===== src/hw/rtl/bu2x_pkg.sv =====
package bu2x_pkg;

  // Line store and image limits
  localparam int MAX_WIDTH  = 1024;
  localparam int MAX_HEIGHT = 4096;
  localparam int COL_W      = $clog2(MAX_WIDTH);
  localparam int ROW_W      = $clog2(MAX_HEIGHT);

  // Fixed field widths
  localparam int PIX_W       = 32;
  localparam int SRC_WIDTH_W = 11;
  localparam int SRC_HEIGHT_W = 13;
  localparam int OUT_ROW_W   = 13;
  localparam int OUT_COL_W   = 11;

  // Register map
  localparam int REG_SRC_WIDTH  = 0;
  localparam int REG_SRC_HEIGHT = 1;
  localparam logic [SRC_WIDTH_W-1:0]  SRC_WIDTH_RST  = SRC_WIDTH_W'(1024);
  localparam logic [SRC_HEIGHT_W-1:0] SRC_HEIGHT_RST = SRC_HEIGHT_W'(1);

  // Work queue between front and back
  localparam int QUEUE_DEPTH = 4;
  localparam int QPTR_W      = $clog2(QUEUE_DEPTH);

  typedef logic [PIX_W-1:0] pix_t;
  typedef logic [COL_W-1:0] col_t;
  typedef logic [ROW_W-1:0] row_t;
  typedef logic [QPTR_W:0]  qcount_t;

  // One classified source pixel with its neighborhood
  typedef struct packed {
    pix_t  left;     // pixel to the left in this row
    pix_t  right;    // the new pixel
    pix_t  upleft;   // pixel above left
    pix_t  upright;  // pixel above the new one
    row_t  row;
    col_t  col;
    logic  has_pair; // a block for the column pair ending here
    logic  edge_blk; // pixel ends its row: emit the edge block too
  } entry_t;

endpackage


===== src/hw/rtl/bu2x_queue.sv =====
module bu2x_queue (
  input  logic              clk,
  input  logic              rst_n,
  input  logic              push,
  input  bu2x_pkg::entry_t  push_entry,
  input  logic              pop,
  output logic              head_valid,
  output bu2x_pkg::entry_t  head_entry,
  output bu2x_pkg::qcount_t count
);

  bu2x_pkg::entry_t              slots [bu2x_pkg::QUEUE_DEPTH];
  logic [bu2x_pkg::QPTR_W-1:0]   wr_ptr_r, rd_ptr_r;
  bu2x_pkg::qcount_t             count_r;

  assign count      = count_r;
  assign head_valid = count_r != '0;
  assign head_entry = slots[rd_ptr_r];

  // Pointers and fill level
  always_ff @(posedge clk) begin
    if (!rst_n) begin
      wr_ptr_r <= '0;
      rd_ptr_r <= '0;
      count_r  <= '0;
    end else begin
      if (push) begin
        wr_ptr_r <= wr_ptr_r + 1'b1;
      end
      if (pop) begin
        rd_ptr_r <= rd_ptr_r + 1'b1;
      end
      case ({push, pop})
        2'b10:   count_r <= count_r + 1'b1;
        2'b01:   count_r <= count_r - 1'b1;
        default: count_r <= count_r;
      endcase
    end
  end

  // Storage
  always_ff @(posedge clk) begin
    if (push) begin
      slots[wr_ptr_r] <= push_entry;
    end
  end

  // Checks
  a_no_overflow: assert property (@(posedge clk) disable iff (!rst_n)
    push |-> count_r < bu2x_pkg::qcount_t'(bu2x_pkg::QUEUE_DEPTH) || pop)
    else $error("queue: push while full");

  a_no_underflow: assert property (@(posedge clk) disable iff (!rst_n)
    pop |-> count_r != '0)
    else $error("queue: pop while empty");

endmodule


===== config.mk =====
export PLATFORM = sky130hd
export DESIGN_NAME = bu2x_queue
export DESIGN_NICKNAME = d
export VERILOG_FILES = /design/src/hw/rtl/bu2x_pkg.sv /design/src/hw/rtl/bu2x_queue.sv
export SDC_FILE = /design/constraint.sdc
export NUM_CORES = 1
export LEC_CHECK = 0
export ABC_AREA = 1
export BUFFER_PORTS_ARGS = -buffer_cell sky130_fd_sc_hd__buf_2
export CORE_ASPECT_RATIO = 1.5
export CORE_MARGIN = 4
export CORE_UTILIZATION = 40
export CTS_CLUSTER_DIAMETER = 60
export DETAILED_ROUTE_END_ITERATION = 8
export GPL_TIMING_DRIVEN = 0
export MAX_ROUTING_LAYER = met4
export PLACE_DENSITY = 0.7
export SYNTH_ARGS = -nofsm -noshare
export SYNTH_HDL_FRONTEND = slang
export SYNTH_SLANG_ARGS = --single-unit
export TNS_END_PERCENT = 1

===== constraint.sdc =====
create_clock -name clk -period 9.3 [get_ports clk]
set_input_delay 0.93 -clock clk [delete_from_list [all_inputs] [get_ports clk]]
set_output_delay 0.93 -clock clk [all_outputs]
set_load 0.03 [all_outputs]

# Yosys cells after proc, flatten, opt, wreduce, memory -nomap -nowiden
# Memories as Yosys holds them, arrays and structs flattened. A register that Yosys moved wholly into a read port is not among the register bits.
# Index checks and enable logic that the tools add are counted.
[op_classes]
addsub = 4
n_eq_ne = 2
muxes = 5
reduce_logical = 2
[op_table]
columns = ["cell", "n"]
rows = [
  ["3-bit case mux with 2 select lines", 1],
  ["2-bit by 1-bit adder with 2-bit output (second input constant)", 2],
  ["2-bit 2-to-1 mux", 2],
  ["3-bit by 1-bit adder with 3-bit output (second input constant)", 1],
  ["3-bit nonzero test", 1],
  ["3-bit by 1-bit subtractor with 3-bit output (second input constant)", 1],
  ["2-bit by 1-bit equality test with 1-bit output (second input constant)", 1],
  ["2-bit equality test (second input constant)", 1],
  ["1-bit 2-to-1 mux", 2],
  ["2-bit nonzero test", 1],
]
[word_totals]
regBits = 7
ram_bits = 608
in_bits = 156
out_inout_bits = 156
elab_cells = 17
mem_count = 1
[mem_list]
columns = ["name", "depth", "width", "read_ports", "rd_ports_with_merged_regs", "wr", "line", "text"]
rows = [
  ["slots", 4, 152, 1, 1, 1, "bu2x_queue.sv:12", "bu2x_pkg::entry_t slots [bu2x_pkg::QUEUE_DEPTH];"],
]

# Logic depth before layout (Yosys ltp)
[depth]
depth_word = 3
ltp_mapped = 10

# Least setup slack after synthesis
# OpenSTA, ideal clock, no wires.
[synth_timing]
kind = "input -> register"
startpoint = "in push"
endpoint = "mem slots[0][0] (netlist bit) (enable)"
setup_ns = 0.505
arrival_ns = 3.887
required_ns = 8.795
slack_ns = 4.908
stages = 2
n_path_buf = 0
cell_sequence = "nand2_1 -> inv_1"
[synth_via]
elab_chain_len = 2
[synth_rtl]
columns = ["item", "line", "text"]
rows = [
  ["start, declared", "bu2x_queue.sv:4", "input logic push,"],
  ["1-bit 2-to-1 mux", "bu2x_queue.sv:43", "if (push) begin"],
  ["1-bit 2-to-1 mux (implied by the code)", "bu2x_queue.sv:44", "slots[wr_ptr_r] <= push_entry;"],
  ["end, declared", "bu2x_queue.sv:12", ""],
]
# No other way between the ends.

==> flow_metrics.py <==
metrics = {
    "route": {
        "routed_wl_um": 62300,
        "wl_met3_um": 4420,
        "vias": 14502,
        "wire_per_inst_um": 22.8,
        "drtPass1Iterations": 5,
        "drtIter0Drc": 1140,
        "drc": 0,
        "wl_met2_um": 32200,
        "final_antenna_net_count": 0,
        "wl_met1_um": 23700,
        "via_per_inst": 5.30,
        "topRoutingLayerUsed": "met4",
    },
    "timing": {
        "maxSlewViolCount": 0,
        "fmax_mhz": 266,
        "report.final.setup_viol": 0,
        "rsz0062_at_grt": "false",
        "period_needed_ns": 3.76,
        "holdWs_ns": 0.450,
        "finalClockSkew_ns": 0.0183,
        "hold_viol": 0,
        "worst_pin_slew_ns": 0.823,
        "setup-tns-final_ns": 0,
        "finalCritPeriodShare": 0.404,
        "max-slew-margin-rel": 0.451,
    },
    "placement": {
        "io_buffers": 311,
        "gp_congestion": 0.771,
        "dp_hpwl_um": 38100,
    },
    "yosys": {
        "synthAdderAreaFrac": 0.00347,
        "async_flop_share": 0,
        "syn_area_um2": 23800,
        "synth.most_common_cell": "edfxtp_1",
        "yosysTopAreaCell": "edfxtp_1",
        "synth.top_cells.by_count": "edfxtp_1, o21ai_0, nor2_1",
        "synthMuxAreaShare": 0,
        "yosysUniqueCellTypes": 23,
        "yosys.area_share.simple": 0.0693,
        "synth_edf_count": 608,
        "synth_compound_area_frac": 0.122,
        "synth_top_area_share": 0.768,
        "yosysSeqAreaShare": 0.776,
        "ys_warn_count": 0,
        "synth_ff_type": "edfxtp_1",
        "synthCells": 1526,
        "syn_area_per_cell_um2": 15.6,
        "ys_ff_latch": 617,
        "yosys-top-cells-area": "edfxtp_1, o21ai_0, nor2_1",
        "synthXorXnorAreaFrac": 0,
        "synth_top_family_by_area": "compound AO/OA/AOI/OAI gates",
        "syn_nets": 1688,
    },
    "power": {
        "p_leak_nw": 9.72,
        "power.density_nw_per_um2": 224,
        "fin_total_pwr_mw": 6.34,
        "ir_drop_v": 0.000174,
    },
    "clock_tree": {
        "clockBufferDepth": 3,
        "cts_sinks": 617,
        "cts_tree": "done",
        "path_clk_slew_ns": 0.06,
        "clock_tree.root_cell": "clkbuf_16",
        "cts_buffers": 57,
        "cts_resized": 0,
        "insertion_delay_ns": 0.62,
        "ctsHoldBuffers": 0,
        "htree_levels": 2,
        "cts_setup_buffers": 0,
    },
    "grt": {
        "grt_overflow_total": 0,
        "antenna_found_initial": 15,
        "grt_max_degree": 103,
        "grt_use_total": 0.195,
        "grt_pass1_vias": 15141,
        "grt_first_pass_wirelength_um": 92900,
    },
    "floorplan": {
        "die_width_um": 207,
        "core-area_um2": 58900,
        "num_rows": 109,
        "die_area_um2": 63500,
        "io_pins": 312,
        "dieHeight_um": 307,
        "start_util": 0.403,
    },
    "outcome": {
        "outcome": "finished, final reports clean",
    },
    "worst_setup_path": {
        "critical_path.max_fanout": 10,
        "required_ns": 8.37,
        "cp.arrival_ns": 2.83,
        "end_kind": "output pin",
        "crit_path_start_kind": "register",
        "path_class": "register to output pin",
    },
    "finish": {
        "syn_to_final_growth_pct": 19.2,
        "nNetsFinal": 2062,
        "drive_gt1_frac": 0.300,
    },
    "run": {
        "max_cap_violations": 0,
    },
    "min_path": {
        "hold_path.class": "register to register",
    },
}
layer usage:
| layer | track usage | up-vias |
|---|---|---|
| met5 | - | - |
| met4 | 0.0660 | 0 |
| met3 | 0.0456 | 113 |
| met2 | 0.334 | 566 |
| met1 | 0.227 | 7257 |
| li1 | - | 6566 |
stage by stage:
step	util	area [um2]	std cells	setup WS (ns)
after global placement	0.446	26300	2614	2.13
after global routing	0.481	28300	2733	5.39
after CTS	0.480	28300	2721	5.48
final	0.481	28300	2736	5.54
after floorplan	-	23800	1526	4.91
after detailed placement	0.449	26400	2618	6.16
area by class of cell:
| type | count | area (um2) |
|---|---|---|
| flip-flops and latches | 617 | 18400 |
| fillers | 5061 | 30600 |
| clock buffers | 64 | 1500 |
| plain buffers | 100 | 623 |
| clock inverters | 39 | 368 |
| multi-input cells | 792 | 4630 |
| well taps | 777 | 972 |
| diodes | 15 | 37.5 |
| inverters | 17 | 100 |
| repair buffers | 315 | 1670 |
worst paths after layout:
path                                               start                      to  slack [ns]  cells past startpoint
worst max-delay path                            register          head_entry[71]        5.54                      6
worst min-delay path            rd_ptr_r[1]$_SDFFE_PN0P_                register        0.45                      1
worst max register to register  wr_ptr_r[0]$_SDFFE_PN0P_  slots[0][48]$_DFFE_PP_        7.17                      5
worst min register to register  rd_ptr_r[1]$_SDFFE_PN0P_                register        0.45                      1
worst max-delay path, stage by stage (launching register included):
cell and delay [ns]:
dfxtp_1 0.31, buf_4 0.23, buf_4 0.29, clkbuf_1 0.49, o21ai_0 0.21, o22ai_1 0.39, buf_2 0.29
power breakdown:
group / switching (mW) / internal (mW) / total [mW]
combinational: 0.584 / 0.221 / 0.805
clock: 1.02 / 1.30 / 2.32
sequential: 0.0335 / 3.18 / 3.21
total: 1.64 / 4.70 / 6.34
kinds of logic (layout without fill, tap and decap cells):
| logic type | after synthesis | after routing |
|---|---|---|
| buf+inv | 117 | 535 |
| compound gates | 467 | 467 |
| fa+ha+maj | 6 | 6 |
| flops | 617 | 617 |
| other cells | 0 | 15 |
| simple gates | 319 | 319 |
placed cells by master (no fill, tap or decap), types with 5 or more instances in the layout:
cell,instances
edfxtp_1,608
buf_2,339
o21ai_0,248
nor2_1,247
o22ai_1,92
o21ai_1,62
o22ai_2,60
nor2_4,59
clkbuf_16,59
clkbuf_1,52
diode_2,15
buf_4,12
inv_1,11
clkinv_2,11
nand2_1,9
dfxtp_1,9
clkinv_1,9
buf_12,8
clkinv_4,6
buf_6,5
inv_6,5
a21oi_1,5
ha_1,5
bufinv_16,5
flip-flops by register name (all words and copies together), names as in the netlist, named ones only:
name and cells:
rd_ptr_r 2, slots 608, count 3, wr_ptr_r 2
No activity file was read; power rests on OpenSTA's default activity.
